--- src/rtl/mat_pkg.sv ---
`timescale 1ns / 1ps
// ---------------------------------------------------------------------------
// mat_pkg: shared definitions for the masked address table
// Operation and status codes and the fixed field widths of the request and
// response channels.
// ---------------------------------------------------------------------------
package mat_pkg;

	// field widths
	localparam int ACT_W    = 2;
	localparam int ADDR_W   = 32;
	localparam int STATUS_W = 3;
	localparam int FILL_W   = 7;

	// operation codes
	localparam logic [ACT_W-1:0] ACT_ADD    = 2'd0;
	localparam logic [ACT_W-1:0] ACT_REMOVE = 2'd1;
	localparam logic [ACT_W-1:0] ACT_FILTER = 2'd2;

	// status codes
	localparam logic [STATUS_W-1:0] ST_ADDED     = 3'd0;
	localparam logic [STATUS_W-1:0] ST_FULL      = 3'd1;
	localparam logic [STATUS_W-1:0] ST_REMOVED   = 3'd2;
	localparam logic [STATUS_W-1:0] ST_NOT_FOUND = 3'd3;
	localparam logic [STATUS_W-1:0] ST_MATCH     = 3'd4;
	localparam logic [STATUS_W-1:0] ST_NO_MATCH  = 3'd5;

endpackage

--- src/rtl/mat_req_if.sv ---
`timescale 1ns / 1ps
// ---------------------------------------------------------------------------
// mat_req_if: request channel of the masked address table
// Valid/ready handshake carrying an operation, an address and a mask.
// ---------------------------------------------------------------------------
interface mat_req_if;
	logic                         valid;
	logic                         ready;
	logic [mat_pkg::ACT_W-1:0]    action;
	logic [mat_pkg::ADDR_W-1:0]   address;
	logic [mat_pkg::ADDR_W-1:0]   search_mask;

	modport source (output valid, output action, output address, output search_mask,
		input ready);
	modport sink (input valid, input action, input address, input search_mask,
		output ready);
endinterface

--- src/rtl/mat_rsp_if.sv ---
`timescale 1ns / 1ps
// ---------------------------------------------------------------------------
// mat_rsp_if: response channel of the masked address table
// Valid/ready handshake carrying a status, an entry, a last flag and fill.
// ---------------------------------------------------------------------------
interface mat_rsp_if;
	logic                           valid;
	logic                           ready;
	logic [mat_pkg::STATUS_W-1:0]   status;
	logic [mat_pkg::ADDR_W-1:0]     entry;
	logic                           last;
	logic [mat_pkg::FILL_W-1:0]     fill_after;

	modport source (output valid, output status, output entry, output last,
		output fill_after, input ready);
	modport sink (input valid, input status, input entry, input last,
		input fill_after, output ready);
endinterface

--- src/rtl/masked_address_table.sv ---
`timescale 1ns / 1ps
// ---------------------------------------------------------------------------
// masked_address_table: ordered table of IPv4 addresses
// Add appends, remove deletes the first exact match and closes the gap,
// filter returns every entry matching the query under a mask, in order.
// ---------------------------------------------------------------------------
// Scan: remove and filter read one stored entry per cycle through the RAM
// read port and the shared compare unit while the scan is not stalled.
// One request at a time; a filter stalls its scan while the output is held.
// Reset: arst_n clears the table count and all control; RAM is not cleared.
// ---------------------------------------------------------------------------
module masked_address_table #(
	parameter int DEPTH = 64
) (
	input  logic     clk,
	input  logic     arst_n,
	mat_req_if.sink  req,
	mat_rsp_if.source rsp
);

	localparam int AW = (DEPTH > 1) ? $clog2(DEPTH) : 1;
	localparam int CW = $clog2(DEPTH + 1);

	typedef enum logic [2:0] {
		S_IDLE   = 3'b001,
		S_SCAN   = 3'b010,
		S_FINISH = 3'b100
	} state_t;

	// control state
	state_t                          state_q;
	logic   [CW-1:0]                 fill_q;
	logic   [AW-1:0]                 ptr_q;
	logic                            found_q;
	logic                            held_q;
	logic                            out_v_q;

	// payload state
	logic   [mat_pkg::ACT_W-1:0]     op_q;
	logic   [mat_pkg::ADDR_W-1:0]    key_q;
	logic   [mat_pkg::ADDR_W-1:0]    mask_q;
	logic   [mat_pkg::ADDR_W-1:0]    held_entry_q;
	logic   [mat_pkg::STATUS_W-1:0]  fin_status_q;
	logic   [mat_pkg::ADDR_W-1:0]    fin_entry_q;
	logic   [mat_pkg::STATUS_W-1:0]  out_status_q;
	logic   [mat_pkg::ADDR_W-1:0]    out_entry_q;
	logic                            out_last_q;
	logic   [CW-1:0]                 out_fill_q;

	// datapath signals
	logic                            req_fire;
	logic                            slot_free;
	logic                            scan;
	logic                            is_filter;
	logic                            match;
	logic                            last_ent;
	logic                            stall;
	logic                            advance;
	logic                            emit_mid;
	logic                            emit_fin;
	logic                            ram_we;
	logic   [AW-1:0]                 ram_waddr;
	logic   [mat_pkg::ADDR_W-1:0]    ram_wdata;
	logic   [AW-1:0]                 ram_raddr;
	logic   [mat_pkg::ADDR_W-1:0]    ram_rdata;

	assign req.ready = (state_q == S_IDLE);
	assign req_fire  = req.valid && req.ready;
	assign slot_free = !out_v_q || rsp.ready;

	// entry store
	mat_ram #(
		.WIDTH (mat_pkg::ADDR_W),
		.DEPTH (DEPTH)
	) u_ram (
		.clk   (clk),
		.we    (ram_we),
		.waddr (ram_waddr),
		.wdata (ram_wdata),
		.raddr (ram_raddr),
		.rdata (ram_rdata)
	);

	// shared masked compare
	mat_cmp u_cmp (
		.stored (ram_rdata),
		.key    (key_q),
		.mask   (mask_q),
		.eq     (match)
	);

	// scan control: during a scan, read data holds the entry at ptr_q
	assign scan      = (state_q == S_SCAN);
	assign is_filter = (op_q == mat_pkg::ACT_FILTER);
	assign last_ent  = (CW'(ptr_q) == (fill_q - CW'(1)));
	assign stall     = scan && is_filter && match && held_q && !slot_free;
	assign advance   = scan && !stall;
	assign emit_mid  = scan && is_filter && match && held_q && slot_free;
	assign emit_fin  = (state_q == S_FINISH) && slot_free;

	// read address follows the next pointer; RAM write for add or shift down
	always_comb begin
		ram_we    = 1'b0;
		ram_waddr = ptr_q - AW'(1);
		ram_wdata = ram_rdata;
		ram_raddr = ptr_q;
		if (req_fire) begin
			ram_raddr = '0;
			if (req.action == mat_pkg::ACT_ADD && fill_q < CW'(DEPTH)) begin
				ram_we    = 1'b1;
				ram_waddr = fill_q[AW-1:0];
				ram_wdata = req.address;
			end
		end else if (advance) begin
			ram_raddr = ptr_q + AW'(1);
			if (!is_filter && found_q) begin
				ram_we = 1'b1;
			end
		end
	end

	// sequencer and control registers
	always_ff @(posedge clk or negedge arst_n) begin
		if (!arst_n) begin
			state_q <= S_IDLE;
			fill_q  <= '0;
			ptr_q   <= '0;
			found_q <= 1'b0;
			held_q  <= 1'b0;
			out_v_q <= 1'b0;
		end else begin
			if (emit_mid || emit_fin) begin
				out_v_q <= 1'b1;
			end else if (rsp.ready) begin
				out_v_q <= 1'b0;
			end
			unique case (state_q)
				S_IDLE: begin
					if (req_fire) begin
						ptr_q   <= '0;
						found_q <= 1'b0;
						held_q  <= 1'b0;
						unique case (req.action)
							mat_pkg::ACT_ADD: begin
								if (fill_q < CW'(DEPTH)) begin
									fill_q <= fill_q + CW'(1);
								end
								state_q <= S_FINISH;
							end
							mat_pkg::ACT_REMOVE, mat_pkg::ACT_FILTER: begin
								state_q <= (fill_q == '0) ? S_FINISH : S_SCAN;
							end
							default: begin
								state_q <= S_IDLE;
							end
						endcase
					end
				end
				S_SCAN: begin
					if (advance) begin
						if (is_filter) begin
							if (match) begin
								held_q <= 1'b1;
							end
						end else if (match) begin
							found_q <= 1'b1;
						end
						if (last_ent) begin
							if (!is_filter && (found_q || match)) begin
								fill_q <= fill_q - CW'(1);
							end
							state_q <= S_FINISH;
						end else begin
							ptr_q <= ptr_q + AW'(1);
						end
					end
				end
				S_FINISH: begin
					if (slot_free) begin
						state_q <= S_IDLE;
					end
				end
				default: begin
					state_q <= S_IDLE;
				end
			endcase
		end
	end

	// request capture, held match and final result
	always_ff @(posedge clk) begin
		if (req_fire) begin
			op_q        <= req.action;
			key_q       <= req.address;
			mask_q      <= (req.action == mat_pkg::ACT_REMOVE) ? '1 : req.search_mask;
			fin_entry_q <= '0;
			unique case (req.action)
				mat_pkg::ACT_ADD: begin
					fin_status_q <= (fill_q < CW'(DEPTH)) ? mat_pkg::ST_ADDED
						: mat_pkg::ST_FULL;
				end
				mat_pkg::ACT_REMOVE: fin_status_q <= mat_pkg::ST_NOT_FOUND;
				default:             fin_status_q <= mat_pkg::ST_NO_MATCH;
			endcase
		end
		if (advance) begin
			if (is_filter && match) begin
				held_entry_q <= ram_rdata;
			end
			if (last_ent) begin
				if (is_filter) begin
					if (match) begin
						fin_status_q <= mat_pkg::ST_MATCH;
						fin_entry_q  <= ram_rdata;
					end else if (held_q) begin
						fin_status_q <= mat_pkg::ST_MATCH;
						fin_entry_q  <= held_entry_q;
					end
				end else if (found_q || match) begin
					fin_status_q <= mat_pkg::ST_REMOVED;
				end
			end
		end
	end

	// output register
	always_ff @(posedge clk) begin
		if (emit_mid) begin
			out_status_q <= mat_pkg::ST_MATCH;
			out_entry_q  <= held_entry_q;
			out_last_q   <= 1'b0;
			out_fill_q   <= fill_q;
		end else if (emit_fin) begin
			out_status_q <= fin_status_q;
			out_entry_q  <= fin_entry_q;
			out_last_q   <= 1'b1;
			out_fill_q   <= fill_q;
		end
	end

	assign rsp.valid      = out_v_q;
	assign rsp.status     = out_status_q;
	assign rsp.entry      = out_entry_q;
	assign rsp.last       = out_last_q;
	assign rsp.fill_after = mat_pkg::FILL_W'(out_fill_q);

`ifndef SYNTH
	// the table never holds more than its depth
	a_fill_bound: assert property (@(posedge clk) disable iff (!arst_n)
		fill_q <= CW'(DEPTH))
		else $error("fill count beyond depth");

	// the scan pointer stays inside the stored entries
	a_ptr_bound: assert property (@(posedge clk) disable iff (!arst_n)
		scan |-> (CW'(ptr_q) < fill_q))
		else $error("scan pointer beyond fill");

	// a stalled filter scan keeps its place and its held match
	a_stall_hold: assert property (@(posedge clk) disable iff (!arst_n)
		stall |=> (scan && $stable(ptr_q) && held_q))
		else $error("filter scan moved while stalled");

	// RAM is written only by an accepted add or during a remove scan
	a_write_src: assert property (@(posedge clk) disable iff (!arst_n)
		ram_we |-> ((req_fire && req.action == mat_pkg::ACT_ADD)
			|| (scan && op_q == mat_pkg::ACT_REMOVE && found_q)))
		else $error("unexpected table write");

	// a remove never flags a held filter match
	a_held_filter: assert property (@(posedge clk) disable iff (!arst_n)
		(scan && held_q) |-> is_filter)
		else $error("held match outside a filter");
`endif

endmodule

--- src/rtl/mat_ram.sv ---
`timescale 1ns / 1ps
// ---------------------------------------------------------------------------
// mat_ram: generic single-write, single-read RAM
// One write port and one read port, read data registered.
// ---------------------------------------------------------------------------
module mat_ram #(
	parameter int WIDTH = 32,
	parameter int DEPTH = 64,
	localparam int AW   = (DEPTH > 1) ? $clog2(DEPTH) : 1
) (
	input  logic             clk,
	input  logic             we,
	input  logic [AW-1:0]    waddr,
	input  logic [WIDTH-1:0] wdata,
	input  logic [AW-1:0]    raddr,
	output logic [WIDTH-1:0] rdata
);

	logic [WIDTH-1:0] mem [DEPTH];

	// write port and registered read port
	always_ff @(posedge clk) begin
		if (we) begin
			mem[waddr] <= wdata;
		end
		rdata <= mem[raddr];
	end

endmodule

--- src/rtl/mat_cmp.sv ---
`timescale 1ns / 1ps
// ---------------------------------------------------------------------------
// mat_cmp: masked equality compare
// Shared unit comparing a stored entry with the key under a mask; the
// remove scan uses an all-ones mask, the filter scan the request's mask.
// ---------------------------------------------------------------------------
module mat_cmp (
	input  logic [mat_pkg::ADDR_W-1:0] stored,
	input  logic [mat_pkg::ADDR_W-1:0] key,
	input  logic [mat_pkg::ADDR_W-1:0] mask,
	output logic                       eq
);

	// bits outside the mask are ignored
	assign eq = ((stored ^ key) & mask) == '0;

endmodule

--- src/flat_wrapper.sv ---
// flat-port wrapper written by rule: the top's interface ports become plain ports
module masked_address_table_flat 
#(
	parameter int DEPTH = 64
)
  (clk, arst_n, req_valid, req_action, req_address, req_search_mask, req_ready, rsp_valid, rsp_status, rsp_entry, rsp_last, rsp_fill_after, rsp_ready);
  mat_req_if req_i ();
  mat_rsp_if rsp_i ();
  input  logic clk;
  input  logic arst_n;
  input wire logic [$bits(req_i.valid)-1:0] req_valid;
  input wire logic [$bits(req_i.action)-1:0] req_action;
  input wire logic [$bits(req_i.address)-1:0] req_address;
  input wire logic [$bits(req_i.search_mask)-1:0] req_search_mask;
  output wire logic [$bits(req_i.ready)-1:0] req_ready;
  output wire logic [$bits(rsp_i.valid)-1:0] rsp_valid;
  output wire logic [$bits(rsp_i.status)-1:0] rsp_status;
  output wire logic [$bits(rsp_i.entry)-1:0] rsp_entry;
  output wire logic [$bits(rsp_i.last)-1:0] rsp_last;
  output wire logic [$bits(rsp_i.fill_after)-1:0] rsp_fill_after;
  input wire logic [$bits(rsp_i.ready)-1:0] rsp_ready;
  assign req_i.valid = req_valid;
  assign req_i.action = req_action;
  assign req_i.address = req_address;
  assign req_i.search_mask = req_search_mask;
  assign req_ready = req_i.ready;
  assign rsp_valid = rsp_i.valid;
  assign rsp_status = rsp_i.status;
  assign rsp_entry = rsp_i.entry;
  assign rsp_last = rsp_i.last;
  assign rsp_fill_after = rsp_i.fill_after;
  assign rsp_i.ready = rsp_ready;
  masked_address_table #(.DEPTH(DEPTH)) u_core (.clk(clk), .arst_n(arst_n), .req(req_i), .rsp(rsp_i));
endmodule
--- config.mk ---
export PLATFORM = sky130hd
export DESIGN_NAME = masked_address_table_flat
export DESIGN_NICKNAME = d
export VERILOG_FILES = /design/src/rtl/mat_pkg.sv /design/src/rtl/mat_req_if.sv /design/src/rtl/mat_rsp_if.sv /design/src/rtl/masked_address_table.sv /design/src/rtl/mat_ram.sv /design/src/rtl/mat_cmp.sv /design/src/flat_wrapper.sv
export SDC_FILE = /design/constraint.sdc
export NUM_CORES = 2
export LEC_CHECK = 0
export BUFFER_PORTS_ARGS = -buffer_cell sky130_fd_sc_hd__buf_4
export CAP_MARGIN = 20
export CELL_PAD_IN_SITES_DETAIL_PLACEMENT = 1
export CELL_PAD_IN_SITES_GLOBAL_PLACEMENT = 1
export CORE_MARGIN = 3
export CORE_UTILIZATION = 35
export CTS_CLUSTER_DIAMETER = 30
export DETAILED_ROUTE_END_ITERATION = 12
export GPL_TIMING_DRIVEN = 0
export PLACE_DENSITY_LB_ADDON = 0.1
export SYNTH_ARGS = -nofsm -noshare
export SYNTH_HDL_FRONTEND = slang
export SYNTH_SLANG_ARGS = --single-unit
--- constraint.sdc ---
create_clock -name clk -period 11.5 [get_ports clk]
set_input_delay 1.15 -clock clk [delete_from_list [all_inputs] [get_ports clk]]
set_output_delay 1.15 -clock clk [all_outputs]
set_load 0.05 [all_outputs]
== Yosys cells after proc, flatten, opt, wreduce, memory -nomap -nowiden ==
Memories as Yosys holds them, arrays and structs flattened. A register that Yosys moved wholly into a read port is not among the register bits.
Cells that the tools add are included.
Storage, ports and cells
  logic and storage cells: 133
  output and inout bits: 45
  bits in registers: 195
  input bits: 70
  bits in writable memories: 2048
  memories: 1
Memories
  u_core.u_ram.mem: words 64, bits a word 32, rd ports 1, clocked after memory_dff 1, wr ports 1, RTL line mat_ram.sv:19  | logic [WIDTH-1:0] mem [DEPTH];
Cells by class
  $add $sub $neg: 4
  muxes and demuxes: 59
  bitwise operators: 2
  eq/ne operators: 18
  reductions and logical operators: 32
  magnitude comparators: 1
Operators with widths (number)
  $mux 32: 10
  $mux 7: 8
  $mux 6: 7
  $mux 3: 12
  $and 32x32->32: 1
  $logic_not 32->1: 1
  $xor 32x32->32: 1
  $ne 2x2->1 const B: 10
  $mux 1: 15
  $pmux 7 s2: 1
  $logic_and 1x1->1: 12
  $pmux 3 s2: 2
  $pmux 6 s2: 1
  $reduce_and 5->1: 2
  $pmux 3 s3: 1
  $reduce_and 4->1: 2
  $add 7x1->7 const B: 1
  $eq 6x7->1: 1
  $logic_not 7->1: 1
  $lt 7x7->1 const B: 1
  $reduce_and 7->1: 1
  $sub 7x1->7 const B: 1
  $add 6x1->6 const B: 1
  $reduce_bool 2->1: 3
  13 further kinds: 20

== Logic depth before layout (Yosys ltp) ==
  depth in word-level cells: 12
  depth in mapped cells: 17
  mapped depth without buffers: 12

== By module ==
Synthesis repeated with hierarchy kept, for this count alone.
Second synthesis, totals
  cell total of the unflattened synthesis: 3992
  area, all modules: 87211.1 um2
By module, submodules not included
  mat_ram: area each 78515.3 um2, instances 1, cells an instance 3324, sequential area each 62139.6 um2
  masked_address_table: area each 8257.9 um2, instances 1, cells an instance 615, sequential area each 5371.4 um2
  mat_cmp: area each 437.9 um2, instances 1, cells an instance 53, sequential area each 0.0 um2

== Worst setup path before layout ==
OpenSTA, ideal clock, no wires.
  path kind: input to register
  start point: in req_valid
  end point: mem u_core.u_ram.mem[49][0], enable pin
  slack: 4.527 ns
  buffers on the path: 2
  setup time: 0.501 ns
  cell stages on the path: 9
  data required time: 10.999 ns
  data arrival time: 6.472 ns
  cells stage by stage: nand2_1 > inv_1 > buf_2 > nand2_1 > nand2_1 > inv_1 > or3_1 > clkbuf_1 > nor4_1
On the way
  longest elaborated chain between the ends: 4
  elaborated cells on any way between the ends: 5
  those cells by class: mux: 4; reduce/logical: 1
RTL lines
  start: declaration: RTL line flat_wrapper.sv:11  | input wire logic [$bits(req_i.valid)-1:0] req_valid;
  $logic_and 1x1->1 (*): RTL line masked_address_table.sv:68  | assign req_fire = req.valid && req.ready;
  via u_core.req_fire: RTL line masked_address_table.sv:51  | logic req_fire;
  $mux 1: RTL line masked_address_table.sv:107  | if (req_fire) begin
  $mux 1: RTL line mat_ram.sv:23  | if (we) begin
  $mux 1 (implied by the code): RTL line mat_ram.sv:24  | mem[waddr] <= wdata;
  end: declaration: RTL line mat_ram.sv:19
Mark *: on every way through the listed nets, which the timed path passes. The rest lies on a longest branch.

== Worst setup path in the final report ==
  start point: reg u_core.u_ram.rdata[29], read port of u_core.u_ram.mem
  end point: reg u_core.u_ram.rdata[31], read port of u_core.u_ram.mem
On the way
  longest elaborated chain between the ends: 10
RTL lines
  start: declaration: RTL line mat_ram.sv:16  | output logic [WIDTH-1:0] rdata
  $xor 32x32->32: RTL line mat_cmp.sv:15  | assign eq = ((stored ^ key) & mask) == '0;
  $and 32x32->32: RTL line mat_cmp.sv:15
  $logic_not 32->1: RTL line mat_cmp.sv:15
  $logic_and 1x1->1 (3 in a row): RTL line masked_address_table.sv:96  | assign stall = scan && is_filter && match && held_q && !slot_free;
  $logic_not 1->1: RTL line masked_address_table.sv:97  | assign advance = scan && !stall;
  $logic_and 1x1->1: RTL line masked_address_table.sv:97
  $mux 6: RTL line masked_address_table.sv:114  | end else if (advance) begin
  $mux 6: RTL line masked_address_table.sv:107
Every way passes these cells.
A chain may end at the register's enable or synchronous reset.

==> impl_metrics.env <==
export IMPL_outcome="completed"
export IMPL_clkSlewWorstSetupHoldPaths_ns=0.04
export IMPL_r2r_start="u_core.u_ram.rdata[29]"
export IMPL_cp_end_kind="flop"
export IMPL_num_nets_final=7036
export IMPL_die_x_um=515
export IMPL_design_portCount=115
export IMPL_achievable_frequency_ghz=0.132
export IMPL_syn_nets=6172
export IMPL_yosys_register_bits=2275
export IMPL_synth_edf_count=2185
export IMPL_synth_warning_count=0
export IMPL_fin_total_pwr_mw=32.6
export IMPL_power_density_nw_per_um2=275
export IMPL_cp_endpoint="u_core.u_ram.rdata[31]"
export IMPL_clk_insertion_delay_late_ns=0.93
export IMPL_viasPerCell=5.93
export IMPL_final_fill_count=25100
export IMPL_tritoncts_clock_tree="yes"
export IMPL_final_min_clock_period_ns=7.56
export IMPL_grt_antenna_before_repair=39
export IMPL_cts_htree_levels=6
export IMPL_final_setup_skew_ns=0.0638
export IMPL_dieArea_um2=265000
export IMPL_input_output_buffers=114
export IMPL_gpl_wtd_cong=0.912
export IMPL_post_cts_resize_count=0
export IMPL_crit_path_start="u_core.u_ram.rdata[29]"
export IMPL_route_final_wire_length_um=425000
export IMPL_cpPeakStageDelay_ns=0.93
export IMPL_hp_class="input port to asynchronous set/reset pin"
export IMPL_critical_path_startpoint_type="flop"
export IMPL_cts_num_sinks=2275
export IMPL_postCtsHoldBufs=0
export IMPL_finalSetupViolCount=0
export IMPL_most_common_library_cell_in_the_layout_ignoring_fill_and_taps="sky130_fd_sc_hd__edfxtp_1"
export IMPL_crit_required_ns=12.21
export IMPL_global_route_wire_length_before_repair_um=562000
export IMPL_min_period_over_period=0.658
export IMPL_hpwlAfterDp_um=297000
export IMPL_slew_limit_headroom=0.125
export IMPL_sum_neg_setup_slack_ns=0
export IMPL_multiInputGateArea_um2=21900
export IMPL_synth_yosys_seq_area_share=0.744
export IMPL_clock_tree_buffer_depth=4
export IMPL_data_arrival_time_of_the_critical_path_ns=8.27
export IMPL_avgRoutedWirePerCell_um=39.4
export IMPL_post_route_cells_drive_above_1_share=0.226
export IMPL_hold_violations=0
export IMPL_total_leakage_power_nw=41.2
export IMPL_drv_max_cap_violation_count=0
export IMPL_drc=0
export IMPL_avgSynthCellArea_um2=14.9
export IMPL_clock_root_buffer="sky130_fd_sc_hd__clkbuf_16"
export IMPL_critPathKind="flop to flop"
export IMPL_worstReg2RegEnd="u_core.u_ram.rdata[31]"
export IMPL_globalRouteOverflowTotal=0
export IMPL_layout_cells_most_common_list="sky130_fd_sc_hd__edfxtp_1 (2,185), sky130_fd_sc_hd__nand2_1 (1,325), sky130_fd_sc_hd__clkbuf_16 (569)"
export IMPL_critPathMostFrequentCell="sky130_fd_sc_hd__clkbuf_1"
export IMPL_crit_slowest_cell="sky130_fd_sc_hd__dfxtp_1"
export IMPL_worstPathCellList="xor2_1 > a22oi_1 > nand4_1 > nor4_4 > mux2_2 > buf_4 > nor3_1 > clkbuf_1 > clkbuf_1 > nand2_1 > o2111a_1 > a32oi_1 > o311a_1"
export IMPL_num_rows=186
export IMPL_vdd_ir_drop_max_v=0.000167
export IMPL_synth_area_um2=90700
export IMPL_slew_viol_final=0
export IMPL_synthFlopType="sky130_fd_sc_hd__edfxtp_1"
export IMPL_synthesis_instances=6094
export IMPL_firstDrtPassIters=6
export IMPL_number_of_buffers_inserted_by_post_cts_setup_repair=0
export IMPL_route_vias_total=64100
export IMPL_ys_types=84
export IMPL_rsz0062_at_grt="false"
export IMPL_worst_pin_slew_ns=1.31
export IMPL_groute_usage_overall=0.314
export IMPL_worstPathMaxFanout=10
export IMPL_chipHeight_um=515
export IMPL_number_of_global_route_vias_before_repair=63100
export IMPL_placeableCoreArea_um2=257000
export IMPL_async_reset_ff_frac=0.00835
export IMPL_regToRegSetupSlack_ns=3.94
export IMPL_ant_nets=0
export IMPL_layout_area_seq_um2=67500
export IMPL_r2r_worst_path_cells=13
export IMPL_syn_to_final_growth_pct=30.3
export IMPL_drt_iter0_markers=9279
export IMPL_cts_buffers_inserted=552
export IMPL_grt_max_degree=65
export IMPL_initial_utilization=0.353
## power by group
group	internal (mW)	total (mW)	switching, mW	leakage, nW
Combinational	1.58	6.77	5.20	12.0
Clock	10.2	15.1	4.84	8.68
Sequential	10.5	10.7	0.223	20.5
Total	22.3	32.6	10.3	41.2
## flip-flops by register name, indices dropped and copies added, names as in the netlist, 2 cells and up
| register | count |
|---|---|
| u_core.fill_q | 7 |
| u_core.fin_entry_q | 32 |
| u_core.fin_status_q | 3 |
| u_core.held_entry_q | 32 |
| u_core.key_q | 32 |
| u_core.mask_q | 32 |
| u_core.op_q | 2 |
| u_core.ptr_q | 6 |
| u_core.rsp.entry | 32 |
| u_core.rsp.fill_after | 7 |
| u_core.rsp.status | 3 |
| u_core.state_q | 3 |
| u_core.u_ram.mem | 2048 |
| u_core.u_ram.rdata | 32 |
## layer usage
layer | global-route usage | vias up | routed length (um)
met5 | 0 | - | 112
met4 | 0.172 | 14 | 26200
met3 | 0.0607 | 865 | 38600
met2 | 0.483 | 3887 | 191000
met1 | 0.419 | 33800 | 169000
li1 | - | 25500 | -
## logic make-up (layout without fill, tap and decap cells)
logic type               after synthesis  count (layout)  share of synthesized area
buffers and inverters                444            1740                     0.0236
adder cells (fa/ha/maj)                8               8                    0.00110
other                                  0              21                          0
multiplexers                         333             333                     0.0536
flip-flops                          2275            2275                      0.744
XOR/XNOR                              51              51                    0.00492
AND/OR/NAND/NOR                     2072            2072                     0.0984
AO/OA/AOI/OAI                        911             911                     0.0744
## worst min path at each step
stage | end | depth (start not counted)
finish | u_core.fill_q[5] | 1
global route | u_core.fill_q[2] | 1
CTS | u_core.fill_q[2] | 1
detailed placement | u_core.rsp.fill_after[3] | 0
global placement | u_core.rsp.fill_after[3] | 0
floorplan | u_core.rsp.fill_after[2] | 0
## worst max-delay path: cells and delay by family (launching register included)
| family | cells | cell delay (ns) |
|---|---|---|
| mux | 1 | 0.40 |
| compound gates | 4 | 1.73 |
| buf+inv | 3 | 1.84 |
| xor+xnor | 1 | 0.14 |
| simple gates | 4 | 2.25 |
| flops | 1 | 0.93 |
## cell usage after synthesis (19+ instances only)
| master | n | area (um2) |
|---|---|---|
| sky130_fd_sc_hd__inv_1 | 43 | 161 |
| sky130_fd_sc_hd__a21oi_1 | 125 | 626 |
| sky130_fd_sc_hd__buf_2 | 114 | 571 |
| sky130_fd_sc_hd__o221a_2 | 33 | 372 |
| sky130_fd_sc_hd__a22oi_1 | 59 | 443 |
| sky130_fd_sc_hd__mux2_2 | 62 | 698 |
| sky130_fd_sc_hd__o21ai_0 | 63 | 315 |
| sky130_fd_sc_hd__o311ai_0 | 19 | 166 |
| sky130_fd_sc_hd__a221o_1 | 45 | 450 |
| sky130_fd_sc_hd__edfxtp_1 | 2185 | 65600 |
| sky130_fd_sc_hd__a221oi_1 | 32 | 280 |
| sky130_fd_sc_hd__dfxtp_1 | 71 | 1420 |
| sky130_fd_sc_hd__or3_1 | 27 | 169 |
| sky130_fd_sc_hd__buf_4 | 50 | 375 |
| sky130_fd_sc_hd__a31oi_1 | 195 | 1220 |
| sky130_fd_sc_hd__xor2_1 | 39 | 342 |
| sky130_fd_sc_hd__mux2i_1 | 151 | 1510 |
| sky130_fd_sc_hd__nor4_1 | 23 | 144 |
| sky130_fd_sc_hd__a32oi_1 | 58 | 508 |
| sky130_fd_sc_hd__and3_1 | 41 | 257 |
| sky130_fd_sc_hd__a211oi_1 | 34 | 255 |
| sky130_fd_sc_hd__nand2_1 | 1358 | 5100 |
| sky130_fd_sc_hd__nand4_1 | 64 | 400 |
| sky130_fd_sc_hd__a32o_1 | 34 | 340 |
| sky130_fd_sc_hd__nand3_1 | 294 | 1470 |
| sky130_fd_sc_hd__clkbuf_1 | 203 | 762 |
| sky130_fd_sc_hd__o211ai_1 | 94 | 706 |
| sky130_fd_sc_hd__mux4_2 | 115 | 2590 |
| sky130_fd_sc_hd__or2_2 | 36 | 225 |
| sky130_fd_sc_hd__nor3_1 | 46 | 230 |
| sky130_fd_sc_hd__nor2_1 | 133 | 499 |
## layout make-up
class	count	area share
Antenna cell	21	0.000444
Buffer	401	0.0168
Clock buffer	684	0.125
Clock inverter	302	0.0269
Inverter	43	0.00137
Multi-Input combinational cell	3375	0.185
Sequential cell	2275	0.571
Tap cell	3384	0.0358
Timing Repair Buffer	310	0.0379
## through the flow
step | area [um2] | worst slack [ns] | hold WS [ns] | utilization | std cells
6_report | 118000 | 3.94 | 0.148 | 0.459 | 10800
3_5_place_dp | 100000 | 4.24 | 0.434 | 0.389 | 9785
4_1_cts | 118000 | 4.20 | 0.115 | 0.459 | 10800
3_3_place_gp | 95800 | -3.39 | 0.434 | 0.372 | 9592
5_1_grt | 118000 | 4.00 | 0.150 | 0.459 | 10800
2_1_floorplan | 90700 | 4.53 | 0.423 | - | 6094
Note: power is estimated with default switching activity, not from simulation.
